File: config.mk
export PLATFORM = sky130hd
export DESIGN_NAME = linear_convolution_engine
export DESIGN_NICKNAME = d
export VERILOG_FILES = /design/src/hdl/lce_pkg.sv /design/src/hdl/lce_ram.sv /design/src/hdl/lce_mac.sv /design/src/hdl/linear_convolution_engine.sv
export SDC_FILE = /design/constraint.sdc
export NUM_CORES = 2
export LEC_CHECK = 0
export BUFFER_PORTS_ARGS = -buffer_cell sky130_fd_sc_hd__buf_2
export CELL_PAD_IN_SITES_DETAIL_PLACEMENT = 2
export CELL_PAD_IN_SITES_GLOBAL_PLACEMENT = 2
export CORE_ASPECT_RATIO = 1.5
export CORE_UTILIZATION = 43
export DETAILED_ROUTE_END_ITERATION = 6
export HOLD_SLACK_MARGIN = 0.02
export PLACE_DENSITY = 0.78
export SYNTH_ARGS = -nofsm -noshare
export SYNTH_HDL_FRONTEND = slang
export SYNTH_SLANG_ARGS = --single-unit
File: constraint.sdc
create_clock -name clk -period 6 [get_ports clk]
set_input_delay 0.3 -clock clk [delete_from_list [all_inputs] [get_ports clk]]
set_output_delay 0.3 -clock clk [all_outputs]
set_load 0.01 [all_outputs]
File: src/hdl/lce_pkg.sv
// Shared constants, payload types, control codes and state type for the convolution engine.
`timescale 1ns / 1ps

package lce_pkg;

    localparam int MAX_SIGNAL    = 32;
    localparam int MAX_KERNEL    = 32;
    localparam int SAMPLE_BITS   = 16;
    localparam int VAL_BITS      = 37;
    localparam int IDX_BITS      = 6;
    localparam int LEN_BITS      = 6;
    localparam int PROD_BITS     = 2 * SAMPLE_BITS;
    localparam int SIG_ADDR_BITS = (MAX_SIGNAL > 1) ? $clog2(MAX_SIGNAL) : 1;
    localparam int KER_ADDR_BITS = (MAX_KERNEL > 1) ? $clog2(MAX_KERNEL) : 1;
    localparam int APB_ADDR_BITS = 4;
    localparam int APB_DATA_BITS = 32;

    localparam logic [1:0] ACT_LOAD_SIGNAL = 2'd0;
    localparam logic [1:0] ACT_LOAD_KERNEL = 2'd1;
    localparam logic [1:0] ACT_COMPUTE     = 2'd2;
    localparam logic [1:0] ACT_NONE        = 2'd3;

    localparam logic [1:0] REG_SIGNAL_LENGTH = 2'd0;
    localparam logic [1:0] REG_KERNEL_LENGTH = 2'd1;
    localparam logic [1:0] REG_OUTPUT_MODE   = 2'd2;
    localparam logic [1:0] REG_UNUSED        = 2'd3;

    typedef struct packed {
        logic [1:0]                    action;
        logic signed [SAMPLE_BITS-1:0] sample;
    } lce_in_t;

    typedef struct packed {
        logic signed [VAL_BITS-1:0] conv_value;
        logic [IDX_BITS-1:0]        out_index;
        logic                       last;
    } lce_out_t;

    // Tag that travels with each product term down the MAC pipeline
    typedef struct packed {
        logic                valid;
        logic                first;
        logic                last_term;
        logic                last_out;
        logic [IDX_BITS-1:0] n;
    } lce_tag_t;

    typedef enum logic {
        ST_IDLE,
        ST_RUN
    } lce_state_t;

endpackage

File: src/hdl/lce_ram.sv
// Generic single-write, single-read synchronous RAM with registered read data.
`timescale 1ns / 1ps

module lce_ram #(
    parameter int DEPTH      = 32,
    parameter int WIDTH      = 16,
    parameter int ADDR_BITS  = (DEPTH > 1) ? $clog2(DEPTH) : 1
) (
    input  logic                 clk,
    input  logic                 we,
    input  logic [ADDR_BITS-1:0] waddr,
    input  logic [WIDTH-1:0]     wdata,
    input  logic                 re,
    input  logic [ADDR_BITS-1:0] raddr,
    output logic [WIDTH-1:0]     rdata
);

    logic [WIDTH-1:0] mem [DEPTH];
    logic [WIDTH-1:0] rdata_reg;

    always_ff @(posedge clk)
    begin
        if (we)
        begin
            mem[waddr] <= wdata;
        end
    end

    always_ff @(posedge clk)
    begin
        if (re)
        begin
            rdata_reg <= mem[raddr];
        end
    end

    assign rdata = rdata_reg;

endmodule

File: src/hdl/lce_mac.sv
// Multiply-accumulate pipeline: product stage, then accumulate and close each output sum.
`timescale 1ns / 1ps

module lce_mac import lce_pkg::*; (
    input  logic                   clk,
    input  logic                   rst_n,
    input  logic                   advance,
    input  lce_tag_t               tag_in,
    input  logic [SAMPLE_BITS-1:0] sig_q,
    input  logic [SAMPLE_BITS-1:0] ker_q,
    output logic                   res_valid,
    output lce_out_t               res
);

    lce_tag_t                    tag1_reg;
    lce_tag_t                    tag2_reg;
    logic signed [PROD_BITS-1:0] prod_reg;
    logic signed [VAL_BITS-1:0]  acc_reg;
    logic signed [VAL_BITS-1:0]  acc_next;
    logic signed [VAL_BITS-1:0]  prod_ext;

    // tag1 lines up with the RAM read data, tag2 with the product
    always_ff @(posedge clk or negedge rst_n)
    begin
        if (!rst_n)
        begin
            tag1_reg <= '0;
            tag2_reg <= '0;
        end
        else if (advance)
        begin
            tag1_reg <= tag_in;
            tag2_reg <= tag1_reg;
        end
    end

    always_ff @(posedge clk)
    begin
        if (advance)
        begin
            prod_reg <= $signed(sig_q) * $signed(ker_q);
        end
    end

    always_comb
    begin
        prod_ext = VAL_BITS'(prod_reg);
        if (tag2_reg.first)
        begin
            acc_next = prod_ext;
        end
        else
        begin
            acc_next = acc_reg + prod_ext;
        end
    end

    always_ff @(posedge clk)
    begin
        if (advance && tag2_reg.valid)
        begin
            acc_reg <= acc_next;
        end
    end

    assign res_valid      = tag2_reg.valid && tag2_reg.last_term;
    assign res.conv_value = acc_next;
    assign res.out_index  = tag2_reg.n;
    assign res.last       = tag2_reg.last_out;

endmodule

File: src/hdl/linear_convolution_engine.sv
// Load items fill the signal and kernel RAMs; one output register.
// A compute walks one product term per cycle while the output is not held: ls*lk terms in full mode, fewer truncated.
// After the compute beat, the first result goes through the RAM read, the product register and the output register.
// An output stall with a result held freezes the term walk and the MAC pipeline; inputs wait until the walk ends.
// Reset clears lengths to 32, mode to full, both fills and the sequencer; RAMs stay as they are.
`timescale 1ns / 1ps

module linear_convolution_engine import lce_pkg::*; (
    input  logic                     clk,
    input  logic                     rst_n,
    input  logic                     in_valid,
    output logic                     in_stall,
    input  lce_in_t                  in_data,
    output logic                     out_valid,
    input  logic                     out_stall,
    output lce_out_t                 out_data,
    input  logic                     psel,
    input  logic                     penable,
    input  logic                     pwrite,
    input  logic [APB_ADDR_BITS-1:0] paddr,
    input  logic [APB_DATA_BITS-1:0] pwdata,
    output logic [APB_DATA_BITS-1:0] prdata,
    output logic                     pready
);

    logic [LEN_BITS-1:0] signal_length_reg;
    logic [LEN_BITS-1:0] kernel_length_reg;
    logic                output_mode_reg;
    logic [LEN_BITS-1:0] signal_fill_reg;
    logic [LEN_BITS-1:0] kernel_fill_reg;
    logic [LEN_BITS-1:0] signal_fill_next;
    logic [LEN_BITS-1:0] kernel_fill_next;

    lce_state_t          state_reg;
    lce_state_t          state_next;
    logic [IDX_BITS-1:0] n_reg;
    logic [IDX_BITS-1:0] n_next;
    logic [IDX_BITS-1:0] k_reg;
    logic [IDX_BITS-1:0] k_next;

    logic                out_valid_reg;
    lce_out_t            out_reg;

    logic                cfg_write;
    logic [1:0]          cfg_index;
    logic                in_fire;
    logic                advance;
    logic                issue;
    logic [LEN_BITS-1:0] ls_eff;
    logic [LEN_BITS-1:0] lk_eff;
    logic [IDX_BITS-1:0] ls_m1;
    logic [IDX_BITS-1:0] lk_m1;
    logic [IDX_BITS:0]   count_full;
    logic [IDX_BITS-1:0] last_n;
    logic [IDX_BITS-1:0] kmax;
    logic [IDX_BITS-1:0] n_plus1;
    logic [IDX_BITS-1:0] kmin_next;
    logic [IDX_BITS-1:0] j_idx;
    logic                term_last;
    logic                sig_we;
    logic                ker_we;
    lce_tag_t            tag_issue;
    logic [SAMPLE_BITS-1:0] sig_q;
    logic [SAMPLE_BITS-1:0] ker_q;
    logic                res_valid;
    lce_out_t            res;

    // ---------------- configuration port ----------------
    assign pready    = 1'b1;
    assign cfg_write = psel && penable && pwrite;
    assign cfg_index = paddr[3:2];

    always_ff @(posedge clk or negedge rst_n)
    begin
        if (!rst_n)
        begin
            signal_length_reg <= LEN_BITS'(32);
            kernel_length_reg <= LEN_BITS'(32);
            output_mode_reg   <= 1'b0;
        end
        else if (cfg_write)
        begin
            unique case (cfg_index)
                REG_SIGNAL_LENGTH: signal_length_reg <= pwdata[LEN_BITS-1:0];
                REG_KERNEL_LENGTH: kernel_length_reg <= pwdata[LEN_BITS-1:0];
                REG_OUTPUT_MODE:   output_mode_reg   <= pwdata[0];
                REG_UNUSED:        ;
            endcase
        end
    end

    always_comb
    begin
        prdata = '0;
        unique case (cfg_index)
            REG_SIGNAL_LENGTH: prdata[LEN_BITS-1:0] = signal_length_reg;
            REG_KERNEL_LENGTH: prdata[LEN_BITS-1:0] = kernel_length_reg;
            REG_OUTPUT_MODE:   prdata[0]            = output_mode_reg;
            REG_UNUSED:        prdata               = '0;
        endcase
    end

    // ---------------- effective lengths ----------------
    always_comb
    begin
        priority if (signal_length_reg == '0)
            ls_eff = LEN_BITS'(1);
        else if (signal_length_reg > LEN_BITS'(MAX_SIGNAL))
            ls_eff = LEN_BITS'(MAX_SIGNAL);
        else
            ls_eff = signal_length_reg;

        priority if (kernel_length_reg == '0)
            lk_eff = LEN_BITS'(1);
        else if (kernel_length_reg > LEN_BITS'(MAX_KERNEL))
            lk_eff = LEN_BITS'(MAX_KERNEL);
        else
            lk_eff = kernel_length_reg;
    end

    assign ls_m1      = IDX_BITS'(ls_eff - LEN_BITS'(1));
    assign lk_m1      = IDX_BITS'(lk_eff - LEN_BITS'(1));
    assign count_full = (IDX_BITS+1)'(ls_eff) + (IDX_BITS+1)'(lk_eff) - (IDX_BITS+1)'(1);
    assign last_n     = output_mode_reg ? ls_m1 : IDX_BITS'(count_full - (IDX_BITS+1)'(1));

    // ---------------- input side ----------------
    assign in_stall = (state_reg != ST_IDLE);
    assign in_fire  = in_valid && !in_stall;

    assign sig_we = in_fire && (in_data.action == ACT_LOAD_SIGNAL) && (signal_fill_reg < ls_eff);
    assign ker_we = in_fire && (in_data.action == ACT_LOAD_KERNEL) && (kernel_fill_reg < lk_eff);

    always_comb
    begin
        signal_fill_next = signal_fill_reg;
        kernel_fill_next = kernel_fill_reg;
        if (sig_we)
        begin
            signal_fill_next = signal_fill_reg + LEN_BITS'(1);
        end
        if (ker_we)
        begin
            kernel_fill_next = kernel_fill_reg + LEN_BITS'(1);
        end
        if (in_fire && (in_data.action == ACT_COMPUTE))
        begin
            signal_fill_next = '0;
            kernel_fill_next = '0;
        end
    end

    always_ff @(posedge clk or negedge rst_n)
    begin
        if (!rst_n)
        begin
            signal_fill_reg <= '0;
            kernel_fill_reg <= '0;
        end
        else
        begin
            signal_fill_reg <= signal_fill_next;
            kernel_fill_reg <= kernel_fill_next;
        end
    end

    // ---------------- term sequencer ----------------
    // Hold everything while a finished result sits in the output register unaccepted
    assign advance = !out_valid_reg || !out_stall;
    assign issue   = (state_reg == ST_RUN) && advance;

    assign kmax      = (n_reg < ls_m1) ? n_reg : ls_m1;
    assign n_plus1   = n_reg + IDX_BITS'(1);
    assign kmin_next = (n_plus1 >= lk_m1) ? (n_plus1 - lk_m1) : '0;
    assign j_idx     = n_reg - k_reg;
    assign term_last = (k_reg == kmax);

    always_comb
    begin
        state_next = state_reg;
        n_next     = n_reg;
        k_next     = k_reg;
        unique case (state_reg)
            ST_IDLE:
            begin
                if (in_fire && (in_data.action == ACT_COMPUTE))
                begin
                    state_next = ST_RUN;
                    n_next     = '0;
                    k_next     = '0;
                end
            end
            ST_RUN:
            begin
                if (issue)
                begin
                    if (!term_last)
                    begin
                        k_next = k_reg + IDX_BITS'(1);
                    end
                    else if (n_reg == last_n)
                    begin
                        state_next = ST_IDLE;
                    end
                    else
                    begin
                        n_next = n_plus1;
                        k_next = kmin_next;
                    end
                end
            end
        endcase
    end

    always_ff @(posedge clk or negedge rst_n)
    begin
        if (!rst_n)
        begin
            state_reg <= ST_IDLE;
            n_reg     <= '0;
            k_reg     <= '0;
        end
        else
        begin
            state_reg <= state_next;
            n_reg     <= n_next;
            k_reg     <= k_next;
        end
    end

    always_comb
    begin
        tag_issue.valid     = issue;
        tag_issue.first     = (k_reg == ((n_reg >= lk_m1) ? (n_reg - lk_m1) : '0));
        tag_issue.last_term = term_last;
        tag_issue.last_out  = term_last && (n_reg == last_n);
        tag_issue.n         = n_reg;
    end

    // ---------------- stores ----------------
    lce_ram #(
        .DEPTH     (MAX_SIGNAL),
        .WIDTH     (SAMPLE_BITS),
        .ADDR_BITS (SIG_ADDR_BITS)
    ) u_signal_ram (
        .clk   (clk),
        .we    (sig_we),
        .waddr (signal_fill_reg[SIG_ADDR_BITS-1:0]),
        .wdata (in_data.sample),
        .re    (advance),
        .raddr (k_reg[SIG_ADDR_BITS-1:0]),
        .rdata (sig_q)
    );

    lce_ram #(
        .DEPTH     (MAX_KERNEL),
        .WIDTH     (SAMPLE_BITS),
        .ADDR_BITS (KER_ADDR_BITS)
    ) u_kernel_ram (
        .clk   (clk),
        .we    (ker_we),
        .waddr (kernel_fill_reg[KER_ADDR_BITS-1:0]),
        .wdata (in_data.sample),
        .re    (advance),
        .raddr (j_idx[KER_ADDR_BITS-1:0]),
        .rdata (ker_q)
    );

    // ---------------- MAC pipeline ----------------
    lce_mac u_mac (
        .clk       (clk),
        .rst_n     (rst_n),
        .advance   (advance),
        .tag_in    (tag_issue),
        .sig_q     (sig_q),
        .ker_q     (ker_q),
        .res_valid (res_valid),
        .res       (res)
    );

    // ---------------- output register ----------------
    always_ff @(posedge clk or negedge rst_n)
    begin
        if (!rst_n)
        begin
            out_valid_reg <= 1'b0;
        end
        else if (advance)
        begin
            out_valid_reg <= res_valid;
        end
    end

    always_ff @(posedge clk)
    begin
        if (advance && res_valid)
        begin
            out_reg <= res;
        end
    end

    assign out_valid = out_valid_reg;
    assign out_data  = out_reg;

endmodule

Yosys cells after proc, flatten, opt, wreduce, memory -nomap -nowiden:

Memories as Yosys holds them, arrays and structs flattened. A register that Yosys moved wholly into a read port is not among the register bits.
Index checks and enable logic that the tools add are counted.

* register bits after elaboration: 172
* RAM bits: 1024
* bits of input ports: 61
* output and inout port bits: 79
* memories kept: 2

* add/subtract/negate cells: 13
* $mul: 1
* $lt $le $gt $ge: 7
* eq/ne operators: 13
* multiplexer cells: 33
* bitwise logic cells: 1
* reductions and logical operators: 28

Memories
* u_kernel_ram.mem: depth 32, bits a word 16, rd ports 1, clocked after memory_dff 1, wr ports 1, line lce_ram.sv:18 `logic [WIDTH-1:0] mem [DEPTH];`
* u_signal_ram.mem: depth 32, bits a word 16, rd ports 1, clocked after memory_dff 1, wr ports 1, line lce_ram.sv:18

Operator list (number)
* two-way mux 6 bit: 19
* adder 37 x 32 -> 37 bit: 1
* two-way mux 37 bit: 1
* multiplier 16 x 16 -> 32 bit: 1
* adder 6 x 1 -> 6 bit (second input constant): 4
* one-hot mux 6 bit (2 select lines): 2
* subtractor 6 x 1 -> 6 bit (second input constant): 4
* == test 6 bit: 3
* less-than comparator 6 bit: 3
* logical AND 1 bit: 13
* greater-or-equal comparator 6 bit: 2
* > comparator 6 bit (second input constant): 2
* zero test 6 bit: 2
* subtractor 6 bit: 2
* one-hot mux 5 bit (2 select lines): 1
* two-way mux 1 bit: 8
* adder 6 bit: 1
* == test 2 bit (second input constant): 3
* AND reduction 2 bit: 3
* subtractor 5 bit: 1
* == test 2 x 1 -> 1 bit (second input constant): 2
* zero test 2 bit: 2
* inequality test 2 x 1 -> 1 bit (second input constant): 2
* inequality test 2 bit (second input constant): 2
* other kinds (9): 12

Longest topological paths before layout:

* word-level depth: 12
* depth in mapped cells: 23
* depth with buffers taken out: 22

Modules after synthesis:

Synthesis repeated with hierarchy kept, for this count alone.

* cells, all modules: 4366
* area, all modules: 61978.2 um^2

By module, submodules not included
* lce_ram: instances 2, cells each 1143, area an instance 20696.1 um^2, sequential area each 15855.2 um^2
* lce_mac: instances 1, cells each 1558, area an instance 15122.0 um^2, sequential area each 2572.5 um^2
* linear_convolution_engine: instances 1, cells each 522, area an instance 5464.0 um^2, sequential area each 2299.7 um^2

Worst setup path before layout:

Ideal clock, no wire load.

* path kind: reg2reg
* from: register u_kernel_ram.rdata_reg[7], in the netlist u_kernel_ram.rdata[7] (read register of u_kernel_ram.mem)
* to: register u_mac.prod_reg[30], data pin
* library setup time: 0.259 ns
* arrival: 5.773 ns
* setup slack: -0.032 ns
* stages on the path, launching flop included: 24
* path buffers: 1
* clock period less this slack: 6.032 ns
* cells stage by stage: edfxtp_1 > clkbuf_1 > nand2_1 > fa_1 > inv_1 > fa_1 > inv_1 > fa_1 > inv_1 > fa_1 > fa_1 > inv_1 > fa_1 > inv_1 > ha_1 > or2_2 > a311o_1 > a211oi_1 > a21boi_0 > o21bai_1 > a31oi_1 > nor2_1 > a41oi_1 > xnor2_1

* longest elaborated chain between the ends: 1

RTL lines
* start, declared: line lce_ram.sv:19 `logic [WIDTH-1:0] rdata_reg;`
* multiplier 16 x 16 -> 32 bit: line lce_mac.sv:41 `prod_reg <= $signed(sig_q) * $signed(ker_q);`
* end signal, assigned: line lce_mac.sv:41
* end, declared: line lce_mac.sv:17 `logic signed [PROD_BITS-1:0] prod_reg;`

Every way passes these cells.
A chain may end at the register's enable or synchronous reset.

Final worst setup path:

* from: register u_kernel_ram.rdata_reg[5], in the netlist u_kernel_ram.rdata[5] (read register of u_kernel_ram.mem)
* to: register u_mac.prod_reg[29], data pin

Same word-level chain as after synthesis.

==> metrics.cfg <==
[status]
status=finished with violations
failed_checks=setup timing

[global_route]
gr-total-overflow=0
grtUsageTotal_pct=27.79
grt_pass1_wl_um=284400
grt_pass1_vias=40520
grt_max_degree=78
antenna_found_initial=3

[placed_design]
place.gp.congestion=0.8642
hpwl_um=126300
numPortBuffers=84
place_ws_ns=-0.4572
dp_cells=5873
post_dp_cell_area_mm2=0.06424

[synth]
synth-edff-count=1169
synth_seq_cells=1228
yosys.area.top_type=edfxtp_1
synth_flop_cell=edfxtp_1
synthTopCellsByArea=edfxtp_1 (58%), fa_1 (8.9%), mux4_2 (8.4%)
synth_cells=3862
yosysSeqAreaShare_pct=60.60
synth_top_area_share_pct=58.15
synthArstFlopShare_pct=4.805
synth_cell_type_count=86
syn_area_mm2=0.06037
yosys_warnings=0
avgSynthCellArea_um2=15.63

[drt]
routed_wl_um=194300
vias=35690
met1Wirelength_um=72530
postRouteAntennaNets=0
route.met3.wl_um=8447
wl_met2_um=106000
drc=0
highest_layer=met5
drtPass1Iterations=5
dr.first_iter.drc_count=2908
wl_per_cell_um=31.65
vias_per_cell=5.814

[floorplanning]
die_h_um=460.9
design.core.area_mm2=0.1396
die_w_um=307.9
num_rows=168
start_util_pct=43.25
dieArea_mm2=0.1419
ios=140

[setup_path]
crit_chain=buf_2 > and2_1 > fa_1 > inv_1 > fa_2 > fa_2 > inv_1 > fa_2 > fa_1 > inv_1 > fa_1 > inv_1 > ha_4 > buf_4 > a21o_1 > nand3_1 > o211ai_1 > nand4b_1 > a31oi_2 > buf_4 > o2111ai_2 > a21oi_2 > xnor2_1
cpMaxStageDelayCell=fa_2
path_buf_inv=7
slowest_delay_ns=0.56
path_delay_family=adder cells
cp_max_fo=5
cp.required_ns=6.48
endpoint_kind=flop
cp.arrival_ns=6.72
cp_common_cell=inv_1
worstSetupPathType=reg2reg
start_kind=flop

[timing]
fin_ws_ns=-0.2404
rsz0062_at_grt=yes
hold_violations=0
maxSlewViolCount=0
fin_skew_ns=0.06044
tightest_slew_ns=1.277
max_freq_mhz=160.2
relSlewSlack_pct=14.71
setup_viol=9
period_needed_ns=6.240
fin_crit_sh_pct=104.0

[finish]
filler_cell_count=12950
insertedDiodeCount=0
stdcell_area_mm2=0.06869
areaGrowthSynthToFinish_pct=13.78
instances_no_fill=6138
drive_gt1_share_pct=20.71
nets=4663

[cts]
clk_latency_ns=0.78
cts_num_sinks=1228
clk_pin_slew_ns=0.09
cts_tree=built
htree_num_levels=3
cts_buffers=117
root_buffer=clkbuf_16
clock_tree.buffer_depth=3

[job]
cap_violations=0

[hold_path]
hp-class=in2reg

-- path summary, 6_finish.rpt --
path	from	end	slack [ns]	cells past startpoint
max	u_kernel_ram.rdata[5]	u_mac.prod_reg[29]	-0.24	23
min	penable	output_mode_reg	0.1	5
max reg2reg	u_kernel_ram.rdata[5]	u_mac.prod_reg[29]	-0.24	23
min reg2reg	u_mac.res[6]	out_data[6]	0.45	0
max in group asynchronous	rst_n	k_reg[0]	5.13	2
min in group asynchronous	rst_n	kernel_length_reg[4]	0.18	2
-- cell type report --
cell class              count  area (um2)  share of cell area [%]
multi-input cells        2131       22130                   32.22
well taps                1870        2340                   3.406
clock inverters            80       740.7                   1.078
clock buffers             142        3022                   4.399
inverters                 341        1281                   1.865
repair buffers            346        2587                   3.767
flip-flops and latches   1228       36590                   53.27
-- routing by layer --
layer  global-route usage [%]  vias up
met5                        0        -
met4                    10.30        4
met3                    3.130      362
met2                    52.03     1182
met1                    32.38    19210
li1                         -    14930
-- cells in the mapped netlist (6+ instances only) --
cell         n
or3_1        9
a21o_1      37
nand4_1     10
o22ai_1     36
o21a_1       9
and2_1     140
xnor2_1     67
a21oi_1    108
nand3b_1     8
mux2i_1    138
nand2b_1    14
nand3_1     39
nor2b_1     13
and3_1      16
o211ai_1    14
a211oi_1    14
nand2_1    287
mux4_2     224
a31oi_1     15
buf_4       27
nor3_1      14
o31ai_1     21
mux2_2      30
edfxtp_1  1169
ha_1       170
clkbuf_1   135
buf_1       23
inv_1      336
o21ai_0     80
a31o_2       6
xor2_1      30
fa_1       267
or2_2        6
o221ai_1    67
nor2_1     125
dfrtp_1     57
o21bai_1     8
-- cells by family (layout without fill, tap and decap cells) --
logic type	after synthesis	after routing	share of synthesized area, %
AO/OA/AOI/OAI	464	464	5.161
XOR/XNOR	98	98	1.445
adder cells (fa/ha/maj)	437	437	12.38
buffers and inverters	531	909	3.501
flip-flops	1228	1228	60.60
multiplexers	392	392	11.20
other	2	30	0.01244
AND/OR/NAND/NOR	710	710	5.704
-- worst register-to-register path: stages (launching register included) --
cell and delay (ns):
edfxtp_1 0.47, buf_2 0.21, and2_1 0.22, fa_1 0.51
inv_1 0.16, fa_2 0.49, fa_2 0.56, inv_1 0.07
fa_2 0.47, fa_1 0.51, inv_1 0.06, fa_1 0.47
inv_1 0.06, ha_4 0.15, buf_4 0.14, a21o_1 0.15
nand3_1 0.08, o211ai_1 0.11, nand4b_1 0.29, a31oi_2 0.26
buf_4 0.18, o2111ai_2 0.11, a21oi_2 0.16, xnor2_1 0.08
-- metrics by stage --
stage / util (%) / setup TNS (ns) / hold slack (ns)
global route: 49.21 / -3.151 / 0.1092
finish: 49.21 / -1.623 / 0.09913
floorplan: - / 0 / 0.004409
detailed placement: 46.03 / -2.932 / 0.4419
CTS: 49.10 / -0.7280 / 0.02195
global placement: 46.03 / -1.126 / 0.4310
-- cell usage in the layout, fill, tap and decap left out, types with 27 or more instances in the layout --
| cell | instances |
|---|---|
| edfxtp_1 | 1169 |
| ha_1 | 162 |
| a21o_1 | 37 |
| xor2_1 | 30 |
| fa_1 | 253 |
| inv_1 | 320 |
| a21oi_1 | 98 |
| conb_1 | 30 |
| nand3_1 | 38 |
| and2_1 | 129 |
| mux2i_1 | 138 |
| buf_2 | 84 |
| xnor2_1 | 63 |
| nand2_1 | 283 |
| buf_4 | 228 |
| clkinv_2 | 27 |
| mux2_2 | 30 |
| dfrtp_1 | 54 |
| o22ai_1 | 35 |
| nor2_1 | 120 |
| o221ai_1 | 67 |
| o21ai_0 | 75 |
| mux4_2 | 224 |
| clkinv_1 | 32 |
| clkbuf_16 | 117 |
-- timing repair --
item | in CTS | in global routing
pin swaps | 38 | 33
endpoints found under the setup margin | 11 | 13
buffers inserted | 28 | 6
resized for setup | 68 | 34
cloned | 1 | 0
endpoints found under the hold margin | 70 | 0
hold buffers | 8 | 0
Power is not shown: default switching activity piles up to over one toggle a cycle in this logic, so the estimate is an artifact.
